### config.mk
export PLATFORM = sky130hd
export DESIGN_NAME = audio_rms_peak_level_meter_flat
export DESIGN_NICKNAME = d
export VERILOG_FILES = /design/src/hdl/arpm_pkg.sv /design/src/hdl/arpm_if.sv /design/src/hdl/arpm_accum.sv /design/src/hdl/arpm_divsqrt.sv /design/src/hdl/arpm_log2.sv /design/src/hdl/audio_rms_peak_level_meter.sv /design/src/flat_wrapper.sv
export SDC_FILE = /design/constraint.sdc
export NUM_CORES = 2
export LEC_CHECK = 0
export BUFFER_PORTS_ARGS = -buffer_cell sky130_fd_sc_hd__buf_2
export CAP_MARGIN = 5
export CORE_UTILIZATION = 55
export DETAILED_ROUTE_END_ITERATION = 10
export PLACE_DENSITY = 0.74
export SLEW_MARGIN = 20
export SYNTH_ARGS = -nofsm -noshare
export SYNTH_HDL_FRONTEND = slang
export SYNTH_HIERARCHICAL = 1
export SYNTH_SLANG_ARGS = --single-unit
export TNS_END_PERCENT = 50
### constraint.sdc
create_clock -name clock -period 8.25 [get_ports clock]
set_input_delay 1.2375 -clock clock [delete_from_list [all_inputs] [get_ports clock]]
set_output_delay 1.2375 -clock clock [all_outputs]
set_load 0.005 [all_outputs]
### src/hdl/arpm_pkg.sv
// Shared types, widths and constants of the audio RMS / peak level meter.
// No dependencies; the accumulator, divide/root, log2 and top-level files import this package.
package arpm_pkg;

   localparam int SAMPLE_BITS_DEF = 16;
   localparam int WORD_W          = 32;
   localparam int OUT_W           = 16;
   localparam int SUM_W           = 64;
   localparam int TALLY_W         = 32;
   localparam int ROOT_W          = 32;
   // log2 in Q16: 6-bit integer part, 16 fraction bits
   localparam int LOG_W           = 22;
   localparam int FRAC_W          = 16;
   // dB difference in log2 Q16 and its product with the dB scale
   localparam int D_W             = 25;
   localparam int K_W             = 27;
   localparam int P_W             = D_W + K_W;
   localparam int R_W             = P_W - 32;
   // round(2^16 * 256 * 10*log10(2))
   localparam logic [K_W-1:0] DB_K = K_W'(50504453);

   // Accumulator control from the sequencer
   typedef struct packed {
      logic capture;
      logic square;
      logic update;
      logic clear;
   } acc_ctl_type;

   // Same log2 as the hardware unit, evaluated at elaboration for full scale
   function automatic logic [LOG_W-1:0] log2_q16_const(input logic [63:0] x);
      logic [5:0]  n;
      logic [63:0] xs;
      logic [31:0] m;
      logic [63:0] pr;
      logic [15:0] frac;
      n = '0;
      for (int i = 0; i < 64; i++) begin
         if (x[i]) n = 6'(i);
      end
      xs   = x << (6'd63 - n);
      m    = xs[63:32];
      frac = '0;
      for (int i = 15; i >= 0; i--) begin
         pr = 64'(m) * 64'(m);
         if (pr[63]) begin
            m       = pr[63:32];
            frac[i] = 1'b1;
         end else begin
            m = pr[62:31];
         end
      end
      return {n, frac};
   endfunction

endpackage

### src/hdl/arpm_if.sv
// Valid/ready channel interfaces for requests and level results.
// Depends on nothing; used by the top level and the checker.
interface arpm_req_if;
   logic               valid;
   logic               ready;
   logic signed [31:0] sample_word;
   logic               sample_present;
   logic               last;

   modport source (output valid, sample_word, sample_present, last, input ready);
   modport sink   (input valid, sample_word, sample_present, last, output ready);
   modport mon    (input valid, ready, sample_word, sample_present, last);
endinterface

interface arpm_rsp_if;
   logic               valid;
   logic               ready;
   logic        [15:0] rms_level;
   logic signed [15:0] rms_db;
   logic               rms_silent;
   logic signed [15:0] peak_db;
   logic               peak_silent;
   logic signed [15:0] peak_value;
   logic signed [15:0] min_value;
   logic signed [15:0] max_value;
   logic        [31:0] sample_total;
   logic               window_empty;

   modport source (output valid, rms_level, rms_db, rms_silent, peak_db, peak_silent,
                   peak_value, min_value, max_value, sample_total, window_empty,
                   input ready);
   modport sink   (input valid, rms_level, rms_db, rms_silent, peak_db, peak_silent,
                   peak_value, min_value, max_value, sample_total, window_empty,
                   output ready);
   modport mon    (input valid, ready, rms_level, rms_db, rms_silent, peak_db,
                   peak_silent, peak_value, min_value, max_value, sample_total,
                   window_empty);
endinterface

### src/hdl/arpm_accum.sv
// Window accumulators: sum of squares, sample count, min, max and peak.
// Depends on arpm_pkg for widths and the control struct.
module arpm_accum
   import arpm_pkg::*;
#(
   parameter int SAMPLE_BITS = SAMPLE_BITS_DEF
) (
   input  logic                          clock,
   input  logic                          reset,
   input  acc_ctl_type                   ctl,
   input  logic        [WORD_W-1:0]      word,
   output logic        [SUM_W-1:0]       sum,
   output logic        [TALLY_W-1:0]     tally,
   output logic signed [SAMPLE_BITS-1:0] run_min,
   output logic signed [SAMPLE_BITS-1:0] run_max,
   output logic signed [SAMPLE_BITS-1:0] peak,
   output logic        [SAMPLE_BITS-2:0] peak_mag
);

   localparam logic signed [SAMPLE_BITS-1:0] S_MIN = {1'b1, {(SAMPLE_BITS-1){1'b0}}};
   localparam logic signed [SAMPLE_BITS-1:0] S_FS  = {1'b0, {(SAMPLE_BITS-1){1'b1}}};
   localparam int SQ_W = 2 * SAMPLE_BITS;

   // magnitude, with the most negative code held at full scale
   function automatic logic [SAMPLE_BITS-2:0] mag(input logic signed [SAMPLE_BITS-1:0] v);
      logic signed [SAMPLE_BITS-1:0] neg;
      neg = -v;
      if (v == S_MIN) return S_FS[SAMPLE_BITS-2:0];
      else if (v[SAMPLE_BITS-1]) return neg[SAMPLE_BITS-2:0];
      else return v[SAMPLE_BITS-2:0];
   endfunction

   logic signed [SAMPLE_BITS-1:0] s_ff;
   logic        [SQ_W-1:0]        sq_ff;
   logic        [SUM_W-1:0]       sum_ff;
   logic        [TALLY_W-1:0]     tally_ff;
   logic signed [SAMPLE_BITS-1:0] min_ff;
   logic signed [SAMPLE_BITS-1:0] max_ff;
   logic signed [SAMPLE_BITS-1:0] peak_ff;
   logic signed [SQ_W-1:0]        prod;
   logic        [SUM_W:0]         sum_add;
   logic                          room;

   assign prod    = s_ff * s_ff;
   assign sum_add = {1'b0, sum_ff} + (SUM_W+1)'(sq_ff);
   assign room    = (tally_ff != '1) && !sum_add[SUM_W];

   // sample and square staging
   always_ff @(posedge clock) begin
      if (ctl.capture) s_ff  <= word[WORD_W-1 -: SAMPLE_BITS];
      if (ctl.square)  sq_ff <= prod;
   end

   // running statistics
   always_ff @(posedge clock) begin
      if (reset || ctl.clear) begin
         sum_ff   <= '0;
         tally_ff <= '0;
         min_ff   <= S_FS;
         max_ff   <= S_MIN;
         peak_ff  <= '0;
      end else if (ctl.update) begin
         if (room) begin
            sum_ff   <= sum_add[SUM_W-1:0];
            tally_ff <= tally_ff + 1'b1;
         end
         if (s_ff < min_ff) min_ff <= s_ff;
         if (s_ff > max_ff) max_ff <= s_ff;
         if (mag(s_ff) > mag(peak_ff)) peak_ff <= s_ff;
      end
   end

   assign sum      = sum_ff;
   assign tally    = tally_ff;
   assign run_min  = min_ff;
   assign run_max  = max_ff;
   assign peak     = peak_ff;
   assign peak_mag = mag(peak_ff);

endmodule

### src/hdl/arpm_divsqrt.sv
// Bit-serial mean and root: restoring divide, then digit-by-digit square root.
// Depends on arpm_pkg for widths.
module arpm_divsqrt
   import arpm_pkg::*;
(
   input  logic               clock,
   input  logic               reset,
   input  logic               start,
   input  logic [SUM_W-1:0]   dividend,
   input  logic [TALLY_W-1:0] divisor,
   output logic               done,
   output logic [ROOT_W-1:0]  root
);

   typedef enum logic [1:0] {IDLE, DIV, SQRT} state_type;

   state_type          state_ff, state_in;
   logic [5:0]         cnt_ff, cnt_in;
   logic [SUM_W-1:0]   q_ff, q_in;
   logic [TALLY_W-1:0] rem_ff, rem_in;
   logic [ROOT_W+1:0]  rm_ff, rm_in;
   logic [ROOT_W-1:0]  root_ff, root_in;
   logic               done_ff, done_in;
   logic [TALLY_W:0]   rem_sh;
   logic [ROOT_W+3:0]  rm_sh;
   logic [ROOT_W+3:0]  trial;

   assign rem_sh = {rem_ff, q_ff[SUM_W-1]};
   assign rm_sh  = {rm_ff, q_ff[SUM_W-1:SUM_W-2]};
   assign trial  = (ROOT_W+4)'({root_ff, 2'b01});

   // one quotient bit or one root bit per cycle
   always_comb begin
      state_in = state_ff;
      cnt_in   = cnt_ff;
      q_in     = q_ff;
      rem_in   = rem_ff;
      rm_in    = rm_ff;
      root_in  = root_ff;
      done_in  = 1'b0;
      unique case (state_ff)
         IDLE: begin
            if (start) begin
               q_in     = dividend;
               rem_in   = '0;
               cnt_in   = 6'd63;
               state_in = DIV;
            end
         end
         DIV: begin
            if (rem_sh >= {1'b0, divisor}) begin
               rem_in = TALLY_W'(rem_sh - {1'b0, divisor});
               q_in   = {q_ff[SUM_W-2:0], 1'b1};
            end else begin
               rem_in = rem_sh[TALLY_W-1:0];
               q_in   = {q_ff[SUM_W-2:0], 1'b0};
            end
            cnt_in = cnt_ff - 1'b1;
            if (cnt_ff == '0) begin
               cnt_in   = 6'(ROOT_W - 1);
               rm_in    = '0;
               root_in  = '0;
               state_in = SQRT;
            end
         end
         SQRT: begin
            if (rm_sh >= trial) begin
               rm_in   = (ROOT_W+2)'(rm_sh - trial);
               root_in = {root_ff[ROOT_W-2:0], 1'b1};
            end else begin
               rm_in   = rm_sh[ROOT_W+1:0];
               root_in = {root_ff[ROOT_W-2:0], 1'b0};
            end
            q_in   = {q_ff[SUM_W-3:0], 2'b00};
            cnt_in = cnt_ff - 1'b1;
            if (cnt_ff == '0) begin
               done_in  = 1'b1;
               state_in = IDLE;
            end
         end
         default: state_in = IDLE;
      endcase
   end

   always_ff @(posedge clock) begin
      if (reset) begin
         state_ff <= IDLE;
         done_ff  <= 1'b0;
      end else begin
         state_ff <= state_in;
         done_ff  <= done_in;
      end
      cnt_ff  <= cnt_in;
      q_ff    <= q_in;
      rem_ff  <= rem_in;
      rm_ff   <= rm_in;
      root_ff <= root_in;
   end

   assign done = done_ff;
   assign root = root_ff;

endmodule

### src/hdl/arpm_log2.sv
// Shared log2 unit in Q16: shift normalization, then one squaring per fraction bit.
// Depends on arpm_pkg for widths; the operand must be nonzero.
module arpm_log2
   import arpm_pkg::*;
(
   input  logic             clock,
   input  logic             reset,
   input  logic             start,
   input  logic [63:0]      x,
   output logic             done,
   output logic [LOG_W-1:0] result
);

   typedef enum logic [1:0] {IDLE, NORM, SQR} state_type;

   state_type          state_ff, state_in;
   logic [63:0]        x_ff, x_in;
   logic [5:0]         n_ff, n_in;
   logic [31:0]        m_ff, m_in;
   logic [FRAC_W-1:0]  frac_ff, frac_in;
   logic [3:0]         cnt_ff, cnt_in;
   logic               done_ff, done_in;
   logic [63:0]        pr;

   assign pr = 64'(m_ff) * 64'(m_ff);

   always_comb begin
      state_in = state_ff;
      x_in     = x_ff;
      n_in     = n_ff;
      m_in     = m_ff;
      frac_in  = frac_ff;
      cnt_in   = cnt_ff;
      done_in  = 1'b0;
      unique case (state_ff)
         IDLE: begin
            if (start) begin
               x_in     = x;
               n_in     = 6'd63;
               frac_in  = '0;
               state_in = NORM;
            end
         end
         // move the top set bit to bit 63, a byte at a time where possible
         NORM: begin
            if (x_ff[63]) begin
               m_in     = x_ff[63:32];
               cnt_in   = 4'(FRAC_W - 1);
               state_in = SQR;
            end else if (x_ff[63:56] == '0) begin
               x_in = {x_ff[55:0], 8'h00};
               n_in = n_ff - 6'd8;
            end else begin
               x_in = {x_ff[62:0], 1'b0};
               n_in = n_ff - 6'd1;
            end
         end
         // square the Q31 mantissa; overflow past 2 yields a one bit
         SQR: begin
            if (pr[63]) begin
               m_in            = pr[63:32];
               frac_in[cnt_ff] = 1'b1;
            end else begin
               m_in = pr[62:31];
            end
            cnt_in = cnt_ff - 1'b1;
            if (cnt_ff == '0) begin
               done_in  = 1'b1;
               state_in = IDLE;
            end
         end
         default: state_in = IDLE;
      endcase
   end

   always_ff @(posedge clock) begin
      if (reset) begin
         state_ff <= IDLE;
         done_ff  <= 1'b0;
      end else begin
         state_ff <= state_in;
         done_ff  <= done_in;
      end
      x_ff    <= x_in;
      n_ff    <= n_in;
      m_ff    <= m_in;
      frac_ff <= frac_in;
      cnt_ff  <= cnt_in;
   end

   assign done   = done_ff;
   assign result = {n_ff, frac_ff};

endmodule

### src/hdl/audio_rms_peak_level_meter.sv
// Sample item: capture, square and accumulate steps; one item in flight at a time.
// Window close: a close step, the divide and root, up to three log2 runs (start,
// normalize steps, one squaring per fraction bit, done), up to two dB steps (multiply
// and round), a peak check and delivery.
// The result waits in an output register, so the next window starts while it is held.
// Synchronous active-high reset clears the sequencer, accumulators and result valid.
module audio_rms_peak_level_meter
   import arpm_pkg::*;
#(
   parameter int SAMPLE_BITS = SAMPLE_BITS_DEF
) (
   input  logic       clock,
   input  logic       reset,
   arpm_req_if.sink   req_ch,
   arpm_rsp_if.source rsp_ch
);

   localparam logic [63:0]      FS  = 64'((64'd1 << (SAMPLE_BITS - 1)) - 64'd1);
   localparam logic [LOG_W-1:0] LFS = log2_q16_const(FS);

   typedef enum logic [3:0] {
      IDLE, SQUARE, ADD, CLOSE, DS_WAIT, LS_GO, LS_WAIT, LT_GO, LT_WAIT,
      PK_CHECK, LP_GO, LP_WAIT, DB_MUL, DB_RND, DELIVER
   } state_type;

   state_type                     state_ff, state_in;
   logic                          last_ff, last_in;
   logic        [OUT_W-1:0]       lvl_ff, lvl_in;
   logic signed [OUT_W-1:0]       rdb_ff, rdb_in;
   logic                          rsil_ff, rsil_in;
   logic signed [OUT_W-1:0]       pdb_ff, pdb_in;
   logic                          psil_ff, psil_in;
   logic                          empty_ff, empty_in;
   logic        [LOG_W-1:0]       lsum_ff, lsum_in;
   logic signed [D_W-1:0]         d_ff, d_in;
   logic signed [P_W-1:0]         p_ff, p_in;
   logic                          dbpk_ff, dbpk_in;
   logic                          ov_ff, ov_in;
   logic        [OUT_W-1:0]       o_lvl_ff, o_lvl_in;
   logic signed [OUT_W-1:0]       o_rdb_ff, o_rdb_in;
   logic                          o_rsil_ff, o_rsil_in;
   logic signed [OUT_W-1:0]       o_pdb_ff, o_pdb_in;
   logic                          o_psil_ff, o_psil_in;
   logic signed [OUT_W-1:0]       o_pk_ff, o_pk_in;
   logic signed [OUT_W-1:0]       o_min_ff, o_min_in;
   logic signed [OUT_W-1:0]       o_max_ff, o_max_in;
   logic        [TALLY_W-1:0]     o_tot_ff, o_tot_in;
   logic                          o_emp_ff, o_emp_in;

   acc_ctl_type                   acc_ctl;
   logic        [SUM_W-1:0]       sum;
   logic        [TALLY_W-1:0]     tally;
   logic signed [SAMPLE_BITS-1:0] run_min, run_max, peak;
   logic        [SAMPLE_BITS-2:0] peak_mag;
   logic                          ds_start, ds_done;
   logic        [ROOT_W-1:0]      root;
   logic                          log_start, log_done;
   logic        [63:0]            log_x;
   logic        [LOG_W-1:0]       log_res;
   logic signed [R_W-1:0]         rnd;
   logic signed [OUT_W-1:0]       db_sat;
   logic signed [31:0]            min_ext, max_ext, pk_ext;

   arpm_accum #(.SAMPLE_BITS(SAMPLE_BITS)) u_accum (
      .clock    (clock),
      .reset    (reset),
      .ctl      (acc_ctl),
      .word     (req_ch.sample_word),
      .sum      (sum),
      .tally    (tally),
      .run_min  (run_min),
      .run_max  (run_max),
      .peak     (peak),
      .peak_mag (peak_mag)
   );

   arpm_divsqrt u_divsqrt (
      .clock    (clock),
      .reset    (reset),
      .start    (ds_start),
      .dividend (sum),
      .divisor  (tally),
      .done     (ds_done),
      .root     (root)
   );

   arpm_log2 u_log2 (
      .clock  (clock),
      .reset  (reset),
      .start  (log_start),
      .x      (log_x),
      .done   (log_done),
      .result (log_res)
   );

   // dB rounding: floor((p + 2^31) / 2^32), then saturate to 16 bits
   assign rnd = R_W'((p_ff + P_W'(64'sd2147483648)) >>> 32);
   always_comb begin
      if (rnd > R_W'(32767))       db_sat = 16'sh7fff;
      else if (rnd < -R_W'(32768)) db_sat = 16'sh8000;
      else                         db_sat = rnd[OUT_W-1:0];
   end

   // sample fields sign-extend or truncate to the 16-bit outputs
   assign min_ext = 32'(run_min);
   assign max_ext = 32'(run_max);
   assign pk_ext  = 32'(peak);

   // log2 operand by sequencer step
   assign log_start = (state_ff == LS_GO) || (state_ff == LT_GO) || (state_ff == LP_GO);
   always_comb begin
      unique case (state_ff)
         LS_GO:   log_x = sum;
         LT_GO:   log_x = 64'(tally);
         default: log_x = 64'(peak_mag);
      endcase
   end

   assign ds_start      = (state_ff == CLOSE) && (tally != '0);
   assign req_ch.ready  = (state_ff == IDLE);

   // sequencer
   always_comb begin
      state_in   = state_ff;
      last_in    = last_ff;
      lvl_in     = lvl_ff;
      rdb_in     = rdb_ff;
      rsil_in    = rsil_ff;
      pdb_in     = pdb_ff;
      psil_in    = psil_ff;
      empty_in   = empty_ff;
      lsum_in    = lsum_ff;
      d_in       = d_ff;
      p_in       = p_ff;
      dbpk_in    = dbpk_ff;
      ov_in      = ov_ff;
      o_lvl_in   = o_lvl_ff;
      o_rdb_in   = o_rdb_ff;
      o_rsil_in  = o_rsil_ff;
      o_pdb_in   = o_pdb_ff;
      o_psil_in  = o_psil_ff;
      o_pk_in    = o_pk_ff;
      o_min_in   = o_min_ff;
      o_max_in   = o_max_ff;
      o_tot_in   = o_tot_ff;
      o_emp_in   = o_emp_ff;
      acc_ctl    = '0;

      // result leaves on its transfer
      if (ov_ff && rsp_ch.ready) ov_in = 1'b0;

      unique case (state_ff)
         IDLE: begin
            if (req_ch.valid) begin
               last_in         = req_ch.last;
               acc_ctl.capture = req_ch.sample_present;
               if (req_ch.sample_present) state_in = SQUARE;
               else if (req_ch.last)      state_in = CLOSE;
            end
         end
         SQUARE: begin
            acc_ctl.square = 1'b1;
            state_in       = ADD;
         end
         ADD: begin
            acc_ctl.update = 1'b1;
            state_in       = last_ff ? CLOSE : IDLE;
         end
         CLOSE: begin
            lvl_in  = '0;
            rdb_in  = '0;
            pdb_in  = '0;
            rsil_in = 1'b0;
            psil_in = 1'b0;
            if (tally == '0) begin
               empty_in = 1'b1;
               rsil_in  = 1'b1;
               psil_in  = 1'b1;
               state_in = DELIVER;
            end else begin
               empty_in = 1'b0;
               state_in = DS_WAIT;
            end
         end
         DS_WAIT: begin
            if (ds_done) begin
               lvl_in = root[OUT_W-1:0];
               if (sum == '0) begin
                  rsil_in  = 1'b1;
                  state_in = PK_CHECK;
               end else begin
                  state_in = LS_GO;
               end
            end
         end
         LS_GO:   state_in = LS_WAIT;
         LS_WAIT: begin
            if (log_done) begin
               lsum_in  = log_res;
               state_in = LT_GO;
            end
         end
         LT_GO:   state_in = LT_WAIT;
         LT_WAIT: begin
            if (log_done) begin
               d_in     = signed'(D_W'(lsum_ff)) - signed'(D_W'(log_res))
                          - signed'(D_W'({LFS, 1'b0}));
               dbpk_in  = 1'b0;
               state_in = DB_MUL;
            end
         end
         DB_MUL: begin
            p_in     = P_W'(d_ff) * P_W'(signed'({1'b0, DB_K[K_W-2:0]}));
            state_in = DB_RND;
         end
         DB_RND: begin
            if (dbpk_ff) begin
               pdb_in   = db_sat;
               state_in = DELIVER;
            end else begin
               rdb_in   = db_sat;
               state_in = PK_CHECK;
            end
         end
         PK_CHECK: begin
            if (peak_mag == '0) begin
               psil_in  = 1'b1;
               state_in = DELIVER;
            end else begin
               state_in = LP_GO;
            end
         end
         LP_GO:   state_in = LP_WAIT;
         LP_WAIT: begin
            if (log_done) begin
               d_in     = signed'(D_W'({log_res, 1'b0})) - signed'(D_W'({LFS, 1'b0}));
               dbpk_in  = 1'b1;
               state_in = DB_MUL;
            end
         end
         DELIVER: begin
            if (!ov_ff || rsp_ch.ready) begin
               ov_in         = 1'b1;
               o_lvl_in      = lvl_ff;
               o_rdb_in      = rdb_ff;
               o_rsil_in     = rsil_ff;
               o_pdb_in      = pdb_ff;
               o_psil_in     = psil_ff;
               o_emp_in      = empty_ff;
               o_pk_in       = empty_ff ? '0 : pk_ext[OUT_W-1:0];
               o_min_in      = empty_ff ? '0 : min_ext[OUT_W-1:0];
               o_max_in      = empty_ff ? '0 : max_ext[OUT_W-1:0];
               o_tot_in      = tally;
               acc_ctl.clear = 1'b1;
               state_in      = IDLE;
            end
         end
         default: state_in = IDLE;
      endcase
   end

   always_ff @(posedge clock) begin
      if (reset) begin
         state_ff <= IDLE;
         ov_ff    <= 1'b0;
      end else begin
         state_ff <= state_in;
         ov_ff    <= ov_in;
      end
      last_ff    <= last_in;
      lvl_ff     <= lvl_in;
      rdb_ff     <= rdb_in;
      rsil_ff    <= rsil_in;
      pdb_ff     <= pdb_in;
      psil_ff    <= psil_in;
      empty_ff   <= empty_in;
      lsum_ff    <= lsum_in;
      d_ff       <= d_in;
      p_ff       <= p_in;
      dbpk_ff    <= dbpk_in;
      o_lvl_ff   <= o_lvl_in;
      o_rdb_ff   <= o_rdb_in;
      o_rsil_ff  <= o_rsil_in;
      o_pdb_ff   <= o_pdb_in;
      o_psil_ff  <= o_psil_in;
      o_pk_ff    <= o_pk_in;
      o_min_ff   <= o_min_in;
      o_max_ff   <= o_max_in;
      o_tot_ff   <= o_tot_in;
      o_emp_ff   <= o_emp_in;
   end

   // result channel
   assign rsp_ch.valid        = ov_ff;
   assign rsp_ch.rms_level    = o_lvl_ff;
   assign rsp_ch.rms_db       = o_rdb_ff;
   assign rsp_ch.rms_silent   = o_rsil_ff;
   assign rsp_ch.peak_db      = o_pdb_ff;
   assign rsp_ch.peak_silent  = o_psil_ff;
   assign rsp_ch.peak_value   = o_pk_ff;
   assign rsp_ch.min_value    = o_min_ff;
   assign rsp_ch.max_value    = o_max_ff;
   assign rsp_ch.sample_total = o_tot_ff;
   assign rsp_ch.window_empty = o_emp_ff;

endmodule

### src/flat_wrapper.sv
// flat-port wrapper written by rule: the top's interface ports become plain ports
module audio_rms_peak_level_meter_flat import arpm_pkg::*;
#(
   parameter int SAMPLE_BITS = SAMPLE_BITS_DEF
)
  (clock, reset, req_ch_valid, req_ch_sample_word, req_ch_sample_present, req_ch_last, req_ch_ready, rsp_ch_valid, rsp_ch_rms_level, rsp_ch_rms_db, rsp_ch_rms_silent, rsp_ch_peak_db, rsp_ch_peak_silent, rsp_ch_peak_value, rsp_ch_min_value, rsp_ch_max_value, rsp_ch_sample_total, rsp_ch_window_empty, rsp_ch_ready);
  arpm_req_if req_ch_i ();
  arpm_rsp_if rsp_ch_i ();
  input  logic clock;
  input  logic reset;
  input wire logic [$bits(req_ch_i.valid)-1:0] req_ch_valid;
  input wire logic [$bits(req_ch_i.sample_word)-1:0] req_ch_sample_word;
  input wire logic [$bits(req_ch_i.sample_present)-1:0] req_ch_sample_present;
  input wire logic [$bits(req_ch_i.last)-1:0] req_ch_last;
  output wire logic [$bits(req_ch_i.ready)-1:0] req_ch_ready;
  output wire logic [$bits(rsp_ch_i.valid)-1:0] rsp_ch_valid;
  output wire logic [$bits(rsp_ch_i.rms_level)-1:0] rsp_ch_rms_level;
  output wire logic [$bits(rsp_ch_i.rms_db)-1:0] rsp_ch_rms_db;
  output wire logic [$bits(rsp_ch_i.rms_silent)-1:0] rsp_ch_rms_silent;
  output wire logic [$bits(rsp_ch_i.peak_db)-1:0] rsp_ch_peak_db;
  output wire logic [$bits(rsp_ch_i.peak_silent)-1:0] rsp_ch_peak_silent;
  output wire logic [$bits(rsp_ch_i.peak_value)-1:0] rsp_ch_peak_value;
  output wire logic [$bits(rsp_ch_i.min_value)-1:0] rsp_ch_min_value;
  output wire logic [$bits(rsp_ch_i.max_value)-1:0] rsp_ch_max_value;
  output wire logic [$bits(rsp_ch_i.sample_total)-1:0] rsp_ch_sample_total;
  output wire logic [$bits(rsp_ch_i.window_empty)-1:0] rsp_ch_window_empty;
  input wire logic [$bits(rsp_ch_i.ready)-1:0] rsp_ch_ready;
  assign req_ch_i.valid = req_ch_valid;
  assign req_ch_i.sample_word = req_ch_sample_word;
  assign req_ch_i.sample_present = req_ch_sample_present;
  assign req_ch_i.last = req_ch_last;
  assign req_ch_ready = req_ch_i.ready;
  assign rsp_ch_valid = rsp_ch_i.valid;
  assign rsp_ch_rms_level = rsp_ch_i.rms_level;
  assign rsp_ch_rms_db = rsp_ch_i.rms_db;
  assign rsp_ch_rms_silent = rsp_ch_i.rms_silent;
  assign rsp_ch_peak_db = rsp_ch_i.peak_db;
  assign rsp_ch_peak_silent = rsp_ch_i.peak_silent;
  assign rsp_ch_peak_value = rsp_ch_i.peak_value;
  assign rsp_ch_min_value = rsp_ch_i.min_value;
  assign rsp_ch_max_value = rsp_ch_i.max_value;
  assign rsp_ch_sample_total = rsp_ch_i.sample_total;
  assign rsp_ch_window_empty = rsp_ch_i.window_empty;
  assign rsp_ch_i.ready = rsp_ch_ready;
  audio_rms_peak_level_meter #(.SAMPLE_BITS(SAMPLE_BITS)) u_core (.clock(clock), .reset(reset), .req_ch(req_ch_i), .rsp_ch(rsp_ch_i));
endmodule
==> flow_metrics.py <==
metrics = {
    "outcome": {
        "outcome": "finished, final reports clean",
    },
    "placed_design": {
        "place_congestion": 0.991,
        "port_buffers": 154,
        "hpwlAfterDp_um": 184000,
        "placed_area_mm2": 0.0931,
    },
    "final_layout": {
        "final_util_pct": 62.5,
        "mostFrequentLayoutCells": "inv_1, fa_1, ha_1",
        "nFillCells": 12600,
        "final_common_cell": "inv_1",
        "design_area_mm2": 0.0981,
        "nets": 11500,
        "final_layout_size_suffix_gt1_share_pct": 12.4,
        "multi_input_area_mm2": 0.0597,
        "final-seq-area_mm2": 0.0208,
        "area_delta_synth_final_pct": 12.3,
    },
    "synth": {
        "muxShareOfSynthArea_pct": 1.52,
        "synth_edf_count": 588,
        "synth_compound_area_share_pct": 10.0,
        "syn-cell-area_mm2": 0.0873,
        "yosys_most_used_dff": "edfxtp_1",
        "yosysWarnings": 6,
        "synthArstFlopShare_pct": 0,
        "synth_fp_nets": 11100,
        "synth_adder_area_share_pct": 38.7,
        "synth_seq_cells": 743,
        "synth_xor_area_share_pct": 3.54,
        "netlist_instances": 9069,
        "synth_simple_gate_area_share_pct": 13.1,
        "synth.distinct_cells": 118,
        "yosysSeqAreaShare_pct": 23.8,
        "avgSynthCellArea_um2": 9.63,
        "synth_top_family_by_area": "adder cells",
    },
    "sta": {
        "clock_skew_ns": 0.0380,
        "period_share_pct": 99.9,
        "fin_crit_ns": 8.24,
        "timing.fmax_mhz": 121,
        "rsz0062_at_grt": "yes",
        "tightest_slew_ns": 1.21,
        "drv_slew": 0,
        "max_slew_margin_pct": 18.6,
        "finalSetupViolations": 0,
        "hold_viol_final": 0,
    },
    "floorplanning": {
        "die_h_um": 400,
        "die_area_mm2": 0.160,
        "std_cell_rows": 145,
        "start_util_pct": 55.6,
        "fp.coreArea_mm2": 0.157,
        "io_pins": 171,
        "chipWidth_um": 400,
    },
    "critical_path": {
        "required_ns": 8.70,
        "path_max_fanout": 7,
        "crit_family": "adder cells",
        "cp.arrival_ns": 8.69,
        "critPathSlowestCell": "fa_2",
        "cpMostUsedCell": "fa_1",
        "worstSetupPathType": "reg -> reg",
        "start_kind": "flop",
        "end_kind": "flop",
        "critPathBufInv": 10,
        "crit_path_max_incr_delay_ns": 0.60,
    },
    "routing": {
        "first_pass_iters": 6,
        "drt_iter0_markers": 5737,
        "vias": 66500,
        "drc": 0,
        "wire_per_inst_um": 20.4,
        "wirelength_um": 237000,
        "ant_nets": 0,
        "via_per_inst": 5.73,
    },
    "cts": {
        "cts_root_buf": "clkbuf_16",
        "cts_tree": "done",
        "cts_buffers": 84,
        "cts_sinks": 743,
        "clkLatencyLatePin_ns": 0.74,
        "cts_hold_buf": 0,
        "clock_path_buffers": 3,
        "path_clk_slew_ns": 0.07,
        "cts-htree-levels": 3,
    },
    "flow_run": {
        "maxCapViolations": 0,
    },
    "global_route": {
        "antenna_found_initial": 7,
        "grt_pass1_vias": 69300,
        "grt-ovfl-total": 0,
        "grt_first_pass_wirelength_um": 373000,
        "track_usage_pct": 29.4,
        "grt_max_degree": 100,
    },
    "min_path": {
        "hp-class": "reg -> reg",
    },
}
-- per-stage QoR --
stage / TNS [ns] / instances / hold slack, ns / setup slack, ns
5_1_grt: -4.23 / 11600 / 0.412 / -0.185
2_1_floorplan: -5.21 / 9069 / 0.400 / -0.326
6_report: 0 / 11600 / 0.409 / 0.00716
3_5_place_dp: -5.38 / 11400 / 0.405 / -0.228
4_1_cts: -0.0167 / 11500 / 0.409 / -0.0160
3_3_place_gp: -4.56 / 11400 / 0.402 / -0.161
-- layout make-up --
cell class | count | share of cell area, %
clock buffers | 102 | 2.36
flip-flops and latches | 743 | 21.2
inverters | 1811 | 6.94
diodes | 3 | 0.00765
repair buffers | 650 | 5.41
well taps | 2058 | 2.63
clock inverters | 53 | 0.651
multi-input cells | 6181 | 60.8
-- worst paths after layout --
path	end	start	slack, ns	cells after the start
worst max register to register	u_core/u_log2/m_ff[4]	u_core/u_log2/m_ff[6]	0.007	30
worst max-delay path	u_core/u_log2/m_ff[4]	u_core/u_log2/m_ff[6]	0.007	30
worst min register to register	u_core/rsp_ch.peak_db[2]	u_core/pdb_ff[2]	0.41	0
worst min-delay path	u_core/rsp_ch.peak_db[2]	u_core/pdb_ff[2]	0.41	0
-- cells by family after synthesis --
logic type                 after synthesis
and+or+nand+nor                       2369
AOI/OAI and AO/OA                     1324
DFF                                    743
buffers and inverters                 2145
xor gates and xnor gates               353
adders and majority gates             2003
muxes                                  132
-- state kept, by name (all words and copies together), names as in the netlist, 21 cells and up --
signal                      cells
u_core/d_ff                    24
u_core/lsum_ff                 22
u_core/p_ff                    21
u_core/rsp_ch.sample_total     32
u_core/u_accum/sq_ff           31
u_core/u_accum/sum             64
u_core/u_accum/tally           32
u_core/u_divsqrt/q_ff          64
u_core/u_divsqrt/rem_ff        32
u_core/u_divsqrt/rm_ff         34
u_core/u_divsqrt/root          32
u_core/u_log2/m_ff             32
u_core/u_log2/x_ff             64
-- Yosys cell counts (18+ instances only) --
cell      instances  area [µm²]
o211ai_1         57         428
o21a_1           41         308
nor2b_1          86         538
nand2b_1         42         263
xnor2_1         224        1960
a31oi_1          62         388
dfxtp_1         155        3100
clkbuf_1        275        1030
nand4_1          78         488
a21o_1          129         968
fa_1           1168       23400
a22o_1           18         158
and3_1           47         294
nor3_1           94         470
ha_1            835       10400
and2_1          352        2200
or3_1            29         181
o21ai_1          23         115
nor2_1          536        2010
a22oi_1          66         495
nor4_1           57         357
mux2i_1         130        1300
nand2_1         805        3020
a211oi_1         42         315
a31o_2           36         315
a21oi_1         375        1880
a221o_1          21         210
o21bai_1         35         263
o21ai_0         247        1240
nand3_1         129         646
inv_1          1802        6760
edfxtp_1        588       17700
buf_1            21        78.8
or2_2            23         144
buf_2            26         130
xor2_1          129        1130
-- per-layer routing --
| metal | share of wire, % | wire, µm | vias up | GRT usage [%] |
|---|---|---|---|---|
| met1 | 40 | 94200 | 33100 | 37.7 |
| li1 | - | - | 30300 | - |
| met2 | 48 | 115000 | 2396 | 49.6 |
| met4 | 4.6 | 10900 | 8 | 12.6 |
| met5 | 0.022 | 53 | - | 0 |
| met3 | 7.1 | 16900 | 601 | 4.71 |
-- worst reg2reg max path, delay by kind of cell (launching register included) --
family / cells / cell delay [ns]
AO/OA/AOI/OAI: 4 / 0.74
adder cells (fa/ha/maj): 9 / 4.50
buffers and inverters: 10 / 1.08
flip-flops: 1 / 0.42
multiplexers: 1 / 0.19
AND/OR/NAND/NOR: 6 / 1.04
-- what timing repair did --
action | CTS | global route
setup buffers | 7 | 49
gates cloned | 2 | 5
resized for setup | 57 | 311
endpoints found under the setup margin | 48 | 48
pin swaps | 28 | 246
Power is left out: the tool's default activity adds up to more than one toggle a clock period on the data nets, which glitch-free logic cannot reach.
